<file path="src/hw/rtl/cfr_pkg.sv">
// Shared types and constants for the checksum frame receiver.
package cfr_pkg;

  localparam int MAX_FRAME = 256;
  localparam int LEN_W     = 9;
  localparam int BYTE_W    = 8;

  localparam logic [LEN_W-1:0] MAX_LEN    = LEN_W'(MAX_FRAME);
  localparam logic [LEN_W-1:0] LEN_RESET  = LEN_W'(128);

  localparam logic [1:0] OP_BYTE = 2'd0;
  localparam logic [1:0] OP_CMD  = 2'd1;
  localparam logic [1:0] OP_KEY  = 2'd2;

  localparam logic [1:0] ST_OK        = 2'd0;
  localparam logic [1:0] ST_CMD_ABORT = 2'd1;
  localparam logic [1:0] ST_KEY_ABORT = 2'd2;
  localparam logic [1:0] ST_BAD_SUM   = 2'd3;

  typedef struct packed {
    logic [1:0]        op;
    logic [BYTE_W-1:0] rx_byte;
  } item_t;

  typedef struct packed {
    logic              store_valid;
    logic [BYTE_W-1:0] data_byte;
    logic [BYTE_W-1:0] byte_index;
    logic              frame_done;
    logic [1:0]        status;
  } result_t;

endpackage

</file>
<file path="src/hw/rtl/checksum_frame_receiver.sv">
// Checksum frame receiver: counts frame_length data bytes with an end-around-carry
// sum, then checks the checksum byte; command or key events abort the frame.
// Every accepted transaction gives exactly one result transaction. The block takes
// one transaction per cycle while the sink does not stall. A result passes through
// the input register, the combinational sum and compare and the result register
// before it is presented to the sink. When the sink stalls, two transactions wait
// and the input is held. frame_length resets to 128; lengths above MAX_FRAME act
// as MAX_FRAME.
module checksum_frame_receiver import cfr_pkg::*; (
  input  logic              clk,
  input  logic              rst,
  input  logic              in_valid,
  output logic              in_ready,
  input  logic [1:0]        op,
  input  logic [BYTE_W-1:0] rx_byte,
  input  logic              cfg_valid,
  output logic              cfg_ready,
  input  logic [LEN_W-1:0]  cfg_data,
  output logic              out_valid,
  input  logic              out_ready,
  output logic              store_valid,
  output logic [BYTE_W-1:0] data_byte,
  output logic [BYTE_W-1:0] byte_index,
  output logic              frame_done,
  output logic [1:0]        status
);

  item_t   in_item;
  item_t   item;
  logic    item_valid;
  logic    advance;
  result_t result;
  result_t out_result;

  assign in_item.op      = op;
  assign in_item.rx_byte = rx_byte;
  assign cfg_ready       = 1'b1;

  cfr_in_stage u_in_stage (
    .clk        (clk),
    .rst        (rst),
    .in_valid   (in_valid),
    .in_ready   (in_ready),
    .in_item    (in_item),
    .advance    (advance),
    .item_valid (item_valid),
    .item       (item)
  );

  cfr_core u_core (
    .clk       (clk),
    .rst       (rst),
    .cfg_write (cfg_valid && cfg_ready),
    .cfg_data  (cfg_data),
    .advance   (advance),
    .item      (item),
    .result    (result)
  );

  cfr_out_stage u_out_stage (
    .clk        (clk),
    .rst        (rst),
    .item_valid (item_valid),
    .result     (result),
    .advance    (advance),
    .out_valid  (out_valid),
    .out_ready  (out_ready),
    .out_result (out_result)
  );

  assign store_valid = out_result.store_valid;
  assign data_byte   = out_result.data_byte;
  assign byte_index  = out_result.byte_index;
  assign frame_done  = out_result.frame_done;
  assign status      = out_result.status;

endmodule

</file>
<file path="src/hw/rtl/cfr_in_stage.sv">
// Input register that holds one accepted transaction until the core takes it.
module cfr_in_stage import cfr_pkg::*; (
  input  logic  clk,
  input  logic  rst,
  input  logic  in_valid,
  output logic  in_ready,
  input  item_t in_item,
  input  logic  advance,
  output logic  item_valid,
  output item_t item
);

  logic  valid;
  item_t held;

  assign in_ready   = !valid || advance;
  assign item_valid = valid;
  assign item       = held;

  always_ff @(posedge clk) begin
    if (rst) begin
      valid <= 1'b0;
    end else if (in_ready) begin
      valid <= in_valid;
    end
  end

  always_ff @(posedge clk) begin
    if (in_valid && in_ready) begin
      held <= in_item;
    end
  end

endmodule

</file>
<file path="src/hw/rtl/cfr_core.sv">
// Frame state, end-around-carry sum and per-byte result logic.
module cfr_core import cfr_pkg::*; (
  input  logic             clk,
  input  logic             rst,
  input  logic             cfg_write,
  input  logic [LEN_W-1:0] cfg_data,
  input  logic             advance,
  input  item_t            item,
  output result_t          result
);

  logic [LEN_W-1:0]  frame_length;
  logic [BYTE_W-1:0] running_sum;
  logic [LEN_W-1:0]  bytes_received;

  logic [BYTE_W-1:0] running_sum_next;
  logic [LEN_W-1:0]  bytes_received_next;
  logic [LEN_W-1:0]  eff_len;
  logic [BYTE_W:0]   raw_sum;
  logic [BYTE_W-1:0] wrapped_sum;

  assign eff_len     = (frame_length > MAX_LEN) ? MAX_LEN : frame_length;
  assign raw_sum     = {1'b0, running_sum} + {1'b0, item.rx_byte};
  assign wrapped_sum = raw_sum[BYTE_W-1:0] + BYTE_W'(raw_sum[BYTE_W]);

  always_comb begin
    result              = '0;
    running_sum_next    = running_sum;
    bytes_received_next = bytes_received;
    case (item.op)
      OP_CMD: begin
        result.frame_done   = 1'b1;
        result.status       = ST_CMD_ABORT;
        running_sum_next    = '0;
        bytes_received_next = '0;
      end
      OP_KEY: begin
        result.frame_done   = 1'b1;
        result.status       = ST_KEY_ABORT;
        running_sum_next    = '0;
        bytes_received_next = '0;
      end
      OP_BYTE: begin
        if (bytes_received < eff_len) begin
          result.store_valid  = 1'b1;
          result.data_byte    = item.rx_byte;
          result.byte_index   = bytes_received[BYTE_W-1:0];
          running_sum_next    = wrapped_sum;
          bytes_received_next = bytes_received + LEN_W'(1);
        end else begin
          result.frame_done   = 1'b1;
          result.status       = (item.rx_byte == running_sum) ? ST_OK : ST_BAD_SUM;
          running_sum_next    = '0;
          bytes_received_next = '0;
        end
      end
      default: begin
        result = '0;
      end
    endcase
  end

  always_ff @(posedge clk) begin
    if (rst) begin
      frame_length <= LEN_RESET;
    end else if (cfg_write) begin
      frame_length <= cfg_data;
    end
  end

  always_ff @(posedge clk) begin
    if (rst) begin
      running_sum    <= '0;
      bytes_received <= '0;
    end else if (advance) begin
      running_sum    <= running_sum_next;
      bytes_received <= bytes_received_next;
    end
  end

endmodule

</file>
<file path="src/hw/rtl/cfr_out_stage.sv">
// Result register that holds one result transaction until the sink takes it.
module cfr_out_stage import cfr_pkg::*; (
  input  logic    clk,
  input  logic    rst,
  input  logic    item_valid,
  input  result_t result,
  output logic    advance,
  output logic    out_valid,
  input  logic    out_ready,
  output result_t out_result
);

  logic    valid;
  result_t held;

  assign advance    = item_valid && (!valid || out_ready);
  assign out_valid  = valid;
  assign out_result = held;

  always_ff @(posedge clk) begin
    if (rst) begin
      valid <= 1'b0;
    end else if (advance) begin
      valid <= 1'b1;
    end else if (out_ready) begin
      valid <= 1'b0;
    end
  end

  always_ff @(posedge clk) begin
    if (advance) begin
      held <= result;
    end
  end

endmodule

</file>
<file path="config.mk">
export PLATFORM = sky130hd
export DESIGN_NAME = checksum_frame_receiver
export DESIGN_NICKNAME = d
export VERILOG_FILES = /design/src/hw/rtl/cfr_pkg.sv /design/src/hw/rtl/checksum_frame_receiver.sv /design/src/hw/rtl/cfr_in_stage.sv /design/src/hw/rtl/cfr_core.sv /design/src/hw/rtl/cfr_out_stage.sv
export SDC_FILE = /design/constraint.sdc
export NUM_CORES = 1
export LEC_CHECK = 0
export BUFFER_PORTS_ARGS = -buffer_cell sky130_fd_sc_hd__buf_2
export CAP_MARGIN = 20
export CORE_ASPECT_RATIO = 0.75
export CORE_UTILIZATION = 44
export DETAILED_ROUTE_END_ITERATION = 8
export GPL_TIMING_DRIVEN = 0
export PLACE_DENSITY_LB_ADDON = 0.12
export SETUP_SLACK_MARGIN = 0.1
export SYNTH_ARGS = -nofsm -noshare
export SYNTH_HDL_FRONTEND = slang
export SYNTH_SLANG_ARGS = --single-unit
</file>
<file path="constraint.sdc">
create_clock -name clk -period 4.15 [get_ports clk]
set_clock_uncertainty 0.15 [all_clocks]
set_input_delay 0.6225 -clock clk [delete_from_list [all_inputs] [get_ports clk]]
set_output_delay 0.6225 -clock clk [all_outputs]
set_load 0.03 [all_outputs]
</file>
Word level (Yosys, flattened, before mapping). Index checks and enable logic that the tools add are counted.

Flip-flop bits (word level): 58. Latch bits: 0. RAM bits: 0. Bits in read-only memories: 0. Bits of input ports: 24. Output and inout bits: 23. Logic and storage cells: 43. Memories: 0.

Add/sub/neg operators: 3. Multiply operators: 0. Divide/modulo/power cells: 0. $lt $le $gt $ge: 2. Equality and inequality tests: 3. Shift-type cells: 0. Multiplexer cells: 11. Bitwise logic cells: 0. Reductions and logical operators: 12.

Operator list (number): 9-bit 2-to-1 mux (2); 9-bit one-hot mux with 2 select lines (1); 17-bit 2-to-1 mux (1); 8-bit one-hot mux with 2 select lines (1); 8-bit by 8-bit adder with 9-bit output (1); 9-bit by 1-bit adder with 9-bit output (second input constant) (1); 9-bit > comparator (second input constant) (1); 9-bit < comparator (1); 3-bit one-hot mux with 3 select lines (1); 8-bit by 1-bit adder with 8-bit output (1); 8-bit == test (1); 8-bit 2-to-1 mux (1); 2-bit AND reduction (2); 2-bit nonzero test (2); 3-bit 2-to-1 mux (1); 2-bit by 1-bit == test with 1-bit output (second input constant) (1); 2-bit == test (second input constant) (1); 1-bit logical AND (2); 1-bit logical NOT (2); 2-bit logical NOT (1); 1-bit logical OR (2); 1-bit 2-to-1 mux (2); 2-bit 2-to-1 mux (1); 2-bit OR reduction (1).

Logic depth before layout (Yosys ltp). Gate-level depths: netlist (run 1).

Word-level depth: 5. Gate-level depth with buffers: 14. Gate-level depth less buffers: 14.

Cells and area by module. From an unflattened synthesis (run 1), not the netlist that was laid out.

Cell total of the unflattened synthesis: 269. Area, all modules: 2909.0 um^2.

Modules (own cells, without submodules): cfr_core (times used 1, cells an instance 227, area each 1886.8 um^2, sequential area each 520.5 um^2); cfr_out_stage (times used 1, cells an instance 25, area each 655.6 um^2, sequential area each 620.6 um^2); cfr_in_stage (times used 1, cells an instance 15, area each 355.3 um^2, sequential area each 320.3 um^2); checksum_frame_receiver (times used 1, cells an instance 2, area each 11.3 um^2, sequential area each 0.0 um^2).

Worst setup path after synthesis (run 1). Ideal clock, no wire load.

Path type: input-to-reg. Start point: in out_ready. End point: reg u_core.bytes_received[8]. Setup time: 0.074 ns. Arrival time: 2.587 ns. Required time: 3.926 ns. Path slack: 1.339 ns. Cell stages on the path: 6. Path buffers: 0. Cell sequence: nor2b_1 nor2b_1 nand2_1 a211oi_2 or3b_1 a31oi_1.

Word-level cells in the longest chain between the ends: 3.

RTL lines: from (decl) (line checksum_frame_receiver.sv:20) `input logic out_ready,`; 1-bit logical OR (line cfr_out_stage.sv:16) `assign advance = item_valid && (!valid || out_ready);`; 1-bit logical AND (line cfr_out_stage.sv:16); named net advance (line checksum_frame_receiver.sv:31) `logic advance;`; 2-bit AND reduction (no source line); to (signal assigned) (line cfr_core.sv:77) `bytes_received <= bytes_received_next;`; to (decl) (line cfr_core.sv:14) `logic [LEN_W-1:0] bytes_received;`.

The timed path passes the listed nets, and every way through them passes these cells. A chain may end at the register's enable or synchronous reset.

Final worst setup path (run 1).
Start point: reg u_in_stage.held, in the netlist u_in_stage.item[0]. End point: reg u_core.running_sum[7].

Word-level cells in the longest chain between the ends: 4.

RTL lines: from (decl) (line cfr_in_stage.sv:14) `item_t held;`; from (signal assigned) (line cfr_in_stage.sv:30) `held <= in_item;`; 8-bit by 8-bit adder with 9-bit output (line cfr_core.sv:23) `assign raw_sum = {1'b0, running_sum} + {1'b0, item.rx_byte};`; 8-bit by 1-bit adder with 8-bit output (line cfr_core.sv:24) `assign wrapped_sum = raw_sum[BYTE_W-1:0] + BYTE_W'(raw_sum[BYTE_W]);`; 8-bit 2-to-1 mux (line cfr_core.sv:44) `if (bytes_received < eff_len) begin`; 8-bit one-hot mux with 2 select lines (line cfr_core.sv:30) `case (item.op)`; to (signal assigned) (line cfr_core.sv:76) `running_sum <= running_sum_next;`; to (decl) (line cfr_core.sv:13) `logic [BYTE_W-1:0] running_sum;`.

Every way passes these cells.

==> impl_metrics.ini, run 1 <==
[placed_design]
dpl_worst_slack_ns = 1.04
port_buffers = 43
place.gp.congestion = 0.795
dp_hpwl_mm = 4.22

[route]
finalWirelength_mm = 5.87
ant_nets = 0
vias_per_cell = 5.29
drtPass1Iterations = 4
wl_per_cell_um = 14.3
vias = 2168
first_iter_violations = 113
drc = 0

[final_layout]
final_cell_mix = buf_2 (46), edfxtp_1 (30), dfxtp_1 (28)
drive_gt1_share_pct = 20.4
mostFrequentLayoutCell = buf_2
syn2layout_area_growth_pct = 17.5
final_nets = 368
diodes = 0

[global_routing]
antenna_found_initial = 0
first_global_vias = 1955
grt_max_degree = 17
grt_pass1_wl_mm = 9.57
grt_use_total_pct = 19.0
grt_overflow = 0

[synth]
postSynthAreaPerCell_um2 = 10.7
synth_mux_area_share_pct = 2.79
synth_edf_count = 30
synth_nets = 313
yosys.area_share.simple_pct = 18.9
yosysWarningCount = 0
seq_area_frac_synth_pct = 50.8
synth_top_family_by_area = simple AND/OR/NAND/NOR gates
ys_ff_latch = 58
synthCells = 269
synth_fa_ha_area_share_pct = 8.97
synth-xor-area-share_pct = 2.44
ys_async_sr_fraction_pct = 0
synthFlopType = edfxtp_1
syn_area_um2 = 2870
synth_cell_types = 51
synth-compound-area-share_pct = 13.4

[power_and_ir_drop]
leakagePower_nw = 1.43
max-vdd-ir-drop_uv = 168
power_density_nw_per_um2 = 365

[timing]
setup_slack_ns = 1.00
tightest_slew_ns = 0.661
setup_tns_ns = 0
relSlewSlack_pct = 55.9
layout_min_cycle_time_ns = 3.15
setup_viol = 0
drv_slew = 0
rsz0062_at_grt = false
worst_hold_slack_ns = 0.307
max_freq_mhz = 318
min_period_over_period_pct = 75.8
hold_viol = 0

[clocking]
post_cts_buffers = 0
worstSkewPairLatency_ns = 0.34
cts_sinks = 58
path_clk_slew_ns = 0.07
cts_tree = done
cts_buffers = 9
htreeDepth = 3
clockBufferDepth = 2
cts_hold_buf = 0
cts-resized-gates = 0
cts_root_buf = clkbuf_8

[floorplanning]
start_util_pct = 45.5
fp.dieW_um = 95.3
num_rows = 25
io_pins = 47
die_h_um = 72.0
die_area_um2 = 6860
design.core.area_um2 = 6320

[critical_path]
crit_chain = ha_1 -> inv_1 -> fa_1 -> nor2b_1 -> o221a_2 -> o31a_1 -> o21ai_0 -> nand2b_1 -> ha_1 -> and3_1 -> inv_1 -> nor3_1 -> nand4_1 -> a32o_1
cp_num_buf_inv = 2
crit_required_ns = 4.23
crit_slowest_cell = fa_1
critical_path.top_delay_family = simple AND/OR/NAND/NOR gates
end_kind = register
arrival_ns = 3.23
cpPeakStageDelay_ns = 0.41
startpoint_type = register
critical_path_class = reg -> reg
cp_max_fo = 3

[outcome]
status = finished, final reports clean

[min_path]
worstHoldPathType = in -> reg

[run]
drv_cap = 0
area by class of cell:
| cell class | instances | area, um^2 |
|---|---|---|
| Timing Repair Buffer | 44 | 230 |
| Fill cell | 594 | 2940 |
| Sequential cell | 58 | 1460 |
| Clock buffer | 16 | 170 |
| Buffer | 9 | 41.3 |
| Tap cell | 81 | 101 |
| Inverter | 9 | 33.8 |
| Multi-Input combinational cell | 193 | 1340 |
power by group:
group	switching, W	leakage, nW	internal (W)
Clock	0.000206	0.0850	0.000251
Combinational	0.0000887	0.824	0.0000506
Sequential	0.0000109	0.518	0.000628
flip-flops by register name (all words and copies together) (netlist names):
signal and flops:
u_in_stage.item 10, u_out_stage.out_valid 1, u_core.running_sum 8, u_in_stage.item_valid 1
u_core.frame_length 9, u_core.bytes_received 9, u_out_stage.out_result 20
synth_stat cells, drive strengths merged, types with 2 or more instances:
master | number | area share (%)
nand3 | 6 | 1.0
and3 | 4 | 0.87
nand3b | 5 | 1.3
a211oi | 3 | 0.96
nand2 | 23 | 3.0
ha | 19 | 8.3
a21o | 6 | 1.6
nand4b | 3 | 0.91
and2 | 18 | 3.9
clkbuf | 3 | 0.39
o21ai | 5 | 0.87
o31a | 2 | 0.61
inv | 8 | 1.0
a22o | 2 | 0.61
mux2i | 8 | 2.8
or3b | 2 | 0.61
xor2 | 4 | 1.2
nor4 | 3 | 0.65
nor2 | 24 | 3.1
or2 | 2 | 0.44
a21oi | 12 | 2.1
nand4 | 4 | 0.87
nor2b | 5 | 1.1
xnor2 | 4 | 1.2
edfxtp | 30 | 31
a22oi | 5 | 1.3
a31oi | 5 | 1.1
dfxtp | 28 | 20
a211o | 2 | 0.61
buf | 6 | 1.0
per-layer routing:
layer / wire length, um / share of wire (%) / vias up / global-route usage, %
li1: - / - / 1098 / -
met1: 2990 / 51 / 1001 / 28.2
met2: 2430 / 41 / 64 / 25.2
met3: 405 / 6.9 / 5 / 6.71
met4: 44 / 0.75 / 0 / 6.57
met5: 0 / 0 / - / 0
metrics by stage:
stage / util, % / cell area, um^2 / power (W) / std cells
final: 53.5 / 3380 / 0.00123 / 410
after global routing: 53.5 / 3380 / 0.00129 / 410
after CTS: 53.5 / 3380 / 0.00125 / 410
after detailed placement: 50.8 / 3210 / 0.000791 / 394
after global placement: 50.5 / 3190 / 0.000788 / 393
after floorplan: - / 2870 / 0.000747 / 269
cell families (layout without fill, tap and decap cells):
group	after synthesis	after routing
buffers and inverters	18	78
AOI/OAI and AO/OA	53	53
xor gates and xnor gates	8	8
DFF	58	58
adders and majority gates	20	20
and+or+nand+nor	103	103
other	1	1
muxes	8	8
worst paths after layout:
path,to,slack [ns],startpoint,depth (start not counted)
worst max register to register,u_core.running_sum[7],1.00,u_in_stage.item[0],14
worst max-delay path,u_core.running_sum[7],1.00,u_in_stage.item[0],14
worst min register to register,u_core.running_sum[2],0.32,u_core.running_sum[2],2
worst min-delay path,u_in_stage.item[6],0.31,rx_byte[6],1
(Power assumes the default switching activity.)
==> inputs of run 2 (changes only) <==
--- a/config.mk
+++ b/config.mk
@@ -5,6 +5,7 @@
 export SDC_FILE = /design/constraint.sdc
 export NUM_CORES = 1
 export LEC_CHECK = 0
+export ABC_AREA = 1
 export BUFFER_PORTS_ARGS = -buffer_cell sky130_fd_sc_hd__buf_2
 export CAP_MARGIN = 20
 export CORE_ASPECT_RATIO = 0.75
==> constraint.sdc (replaced) <==
create_clock -name clk -period 2.63 [get_ports clk]
set_clock_uncertainty 0.15 [all_clocks]
set_input_delay 0.3945 -clock clk [delete_from_list [all_inputs] [get_ports clk]]
set_output_delay 0.3945 -clock clk [all_outputs]
set_load 0.03 [all_outputs]
==> run 2 against run 1 <==
  * The flow now finishes with violations (setup timing)
  * Sequential share of layout area decreased by 5.6 points
  * Sequential cell count unchanged
  * Area after synthesis increased by 7.7%
  * Critical path type unchanged
  * Global-route usage increased by 0.23 points
  * Sequential power increased by 60%
  * Worst hold slack got worse by 0.22 ns
  * Largest power group unchanged
  * Maximum frequency increased by 15%
  * Critical endpoint is now u_core.running_sum[6]
==> impl_metrics.ini, run 2 <==
[outcome]
status = complete, but fails checks
violations = setup timing

[critical_path]
cp_max_fo = 7
startpoint_type = register
arrival_ns = 2.85
critical_path_class = reg -> reg
end_kind = register
crit_top_cell = nand2_1
r2r_cells = 17
r2r_setup_slack_ns = -0.11
r2r_start = u_in_stage.item[3]
crit_slowest_cell = ha_2
crit_required_ns = 2.75
cp_num_buf_inv = 1
cpPeakStageDelay_ns = 0.44
r2r-end = u_core.running_sum[6]
critical_path.top_delay_family = simple AND/OR/NAND/NOR gates
crit_chain = ha_2 -> nand2_1 -> nand2_1 -> nand2_1 -> nand3_2 -> a21oi_2 -> o21bai_1 -> ha_2 -> ha_4 -> inv_4 -> nor2_4 -> nand2_2 -> nor2_4 -> nand2_1 -> nand2_1 -> nand3_2 -> a21oi_2

[synth]
postSynthAreaPerCell_um2 = 8.43
synthCells = 367
synthFlopType = edfxtp_1
ys_async_sr_fraction_pct = 0
synth_nets = 411
syn_area_um2 = 3100
synth_top_cell_by_area = edfxtp_1
synth_top_cells_by_count = nand2_1 (80), inv_1 (52), nor2_1 (43), edfxtp_1 (30), dfxtp_1 (28)
ys_ff_latch = 58
yosysWarningCount = 0
synth_area_leaders = edfxtp_1 (29%), dfxtp_1 (18%), nand2_1 (9.7%)
synth_cell_types = 34
synth_edf_count = 30
synth.top_cell.area_share_pct = 29.1
yosysMostFrequentCell = nand2_1
seq_area_frac_synth_pct = 47.2

[timing]
setup_slack_ns = -0.105
tightest_slew_ns = 0.747
setup_tns_ns = -0.195
max_freq_mhz = 366
layout_min_cycle_time_ns = 2.74
setup_viol = 3
rsz0062_at_grt = true
min_period_over_period_pct = 104
hold_viol = 0
drv_slew = 0
worst_hold_slack_ns = 0.0884
relSlewSlack_pct = 50.1

[floorplanning]
fp.dieW_um = 98.9
io_pins = 47
die_area_um2 = 7380
num_rows = 26
start_util_pct = 45.5
design.core.area_um2 = 6800
die_h_um = 74.6

[clocking]
cts_tree = done
htreeDepth = 3
worstSkewPairLatency_ns = 0.33
cts_root_buf = clkbuf_8
cts_sinks = 58
cts_buffers = 9
clockBufferDepth = 2
path_clk_slew_ns = 0.06

[power_and_ir_drop]
leakagePower_nw = 1.79
power_density_nw_per_um2 = 537
max-vdd-ir-drop_uv = 311
p_sw_share_pct = 26.8
clkPwrFrac_pct = 36.3
combPwrFrac_pct = 14.7
p_switching_w = 0.000558
pwr-share-seq_pct = 48.9
power.internal_w = 0.00152

[placed_design]
dp_hpwl_mm = 4.91
port_buffers = 43
place.gp.congestion = 0.823
placed_area_um2 = 3420
dpl_worst_slack_ns = -0.261
dp.cells = 494

[route]
ant_nets = 0
drtPass1Iterations = 6
drc = 0
finalWirelength_mm = 7.01
vias_per_cell = 4.96
vias = 2598
first_iter_violations = 135
wl_per_cell_um = 13.4

[final_layout]
mostFrequentLayoutCell = nand2_1
syn2layout_area_growth_pct = 25.3
diodes = 0
drive_gt1_share_pct = 29.8
design_area_um2 = 3880
fillers = 618
multi_input_comb_area_um2 = 1510
regArea_um2 = 1460
final_nets = 479
finalNonFillerCells = 524
final_cell_mix = nand2_1 (78), inv_1 (49), buf_2 (45)
largest_reg_flops = 20

[min_path]
min_to = u_in_stage.item[4]
worstHoldPathType = in -> reg
hold_start = rx_byte[4]
whs_path_depth = 1

[global_routing]
grt_use_total_pct = 19.2
grt_max_degree = 23
antenna_found_initial = 0
grt_overflow = 0
grt_pass1_wl_mm = 10.7
first_global_vias = 2276

[run]
drv_cap = 0
## run 2: final cells by class
cell class	instances	area share (%)
Inverter	59	5.77
Timing Repair Buffer	57	9.16
Clock buffer	14	4.45
Multi-Input combinational cell	244	38.9
Clock inverter	2	0.323
Sequential cell	58	37.7
Tap cell	84	2.71
Buffer	6	1.03
## run 2: logic make-up after synthesis
| logic type | after synthesis | synth area share (%) |
|---|---|---|
| other cells | 1 | 0.121 |
| flops | 58 | 47.2 |
| fa+ha+maj | 20 | 8.33 |
| xor+xnor | 3 | 0.849 |
| buf+inv | 65 | 8.12 |
| compound gates | 37 | 6.75 |
| simple gates | 183 | 28.6 |
## run 2: worst max path at each step
stage | endpoint | slack [ns] | start | cells after the start
global route | u_core.running_sum[6] | -0.25 | u_in_stage.item[3] | 17
detailed placement | u_core.running_sum[6] | -0.26 | u_in_stage.item[0] | 18
CTS | u_core.running_sum[6] | -0.08 | u_in_stage.item[0] | 18
floorplan | u_core.running_sum[6] | 0.11 | u_in_stage.item[0] | 18
global placement | u_core.running_sum[6] | -0.26 | u_in_stage.item[0] | 18
finish | u_core.running_sum[6] | -0.11 | u_in_stage.item[3] | 17
## run 2: per-layer routing
layer / part of all wire, % / track usage [%] / wire length (um)
met5: 0 / 0 / 0
met4: 0.66 / 6.30 / 46
met3: 6.4 / 6.59 / 450
met2: 41 / 28.2 / 2850
met1: 52 / 26.8 / 3670
## run 2: what timing repair did
action / 4_1_cts / 5_1_grt
endpoints found under the setup margin: 6 / 27
pin swaps: 17 / 10
buffers inserted: 2 / 11
hold buffers: 0 / 0
cloned: 0 / 1
gates resized for setup: 16 / 19
## run 2: worst reg2reg max path: cells and delay by family, from the launching register on
kind	cells	cell delay, ns
AO/OA/AOI/OAI	3	0.36
adder cells (fa/ha/maj)	3	0.85
buffers and inverters	1	0.03
flip-flops	1	0.42
AND/OR/NAND/NOR	10	0.86
## run 2: metrics by stage
step,total power (W),utilization (%)
detailed placement,0.00130,50.3
CTS,0.00206,54.1
finish,0.00208,57.0
global placement,0.00129,50.3
floorplan,0.00122,-
global route,0.00217,57.0
## run 2: power groups by stage
stage,clock [W],combinational (W),sequential [W]
after global placement,0,0.000258,0.00103
after floorplan,0,0.000165,0.00106
after global routing,0.000813,0.000339,0.00102
after detailed placement,0,0.000263,0.00103
after CTS,0.000770,0.000271,0.00102
final,0.000756,0.000307,0.00102
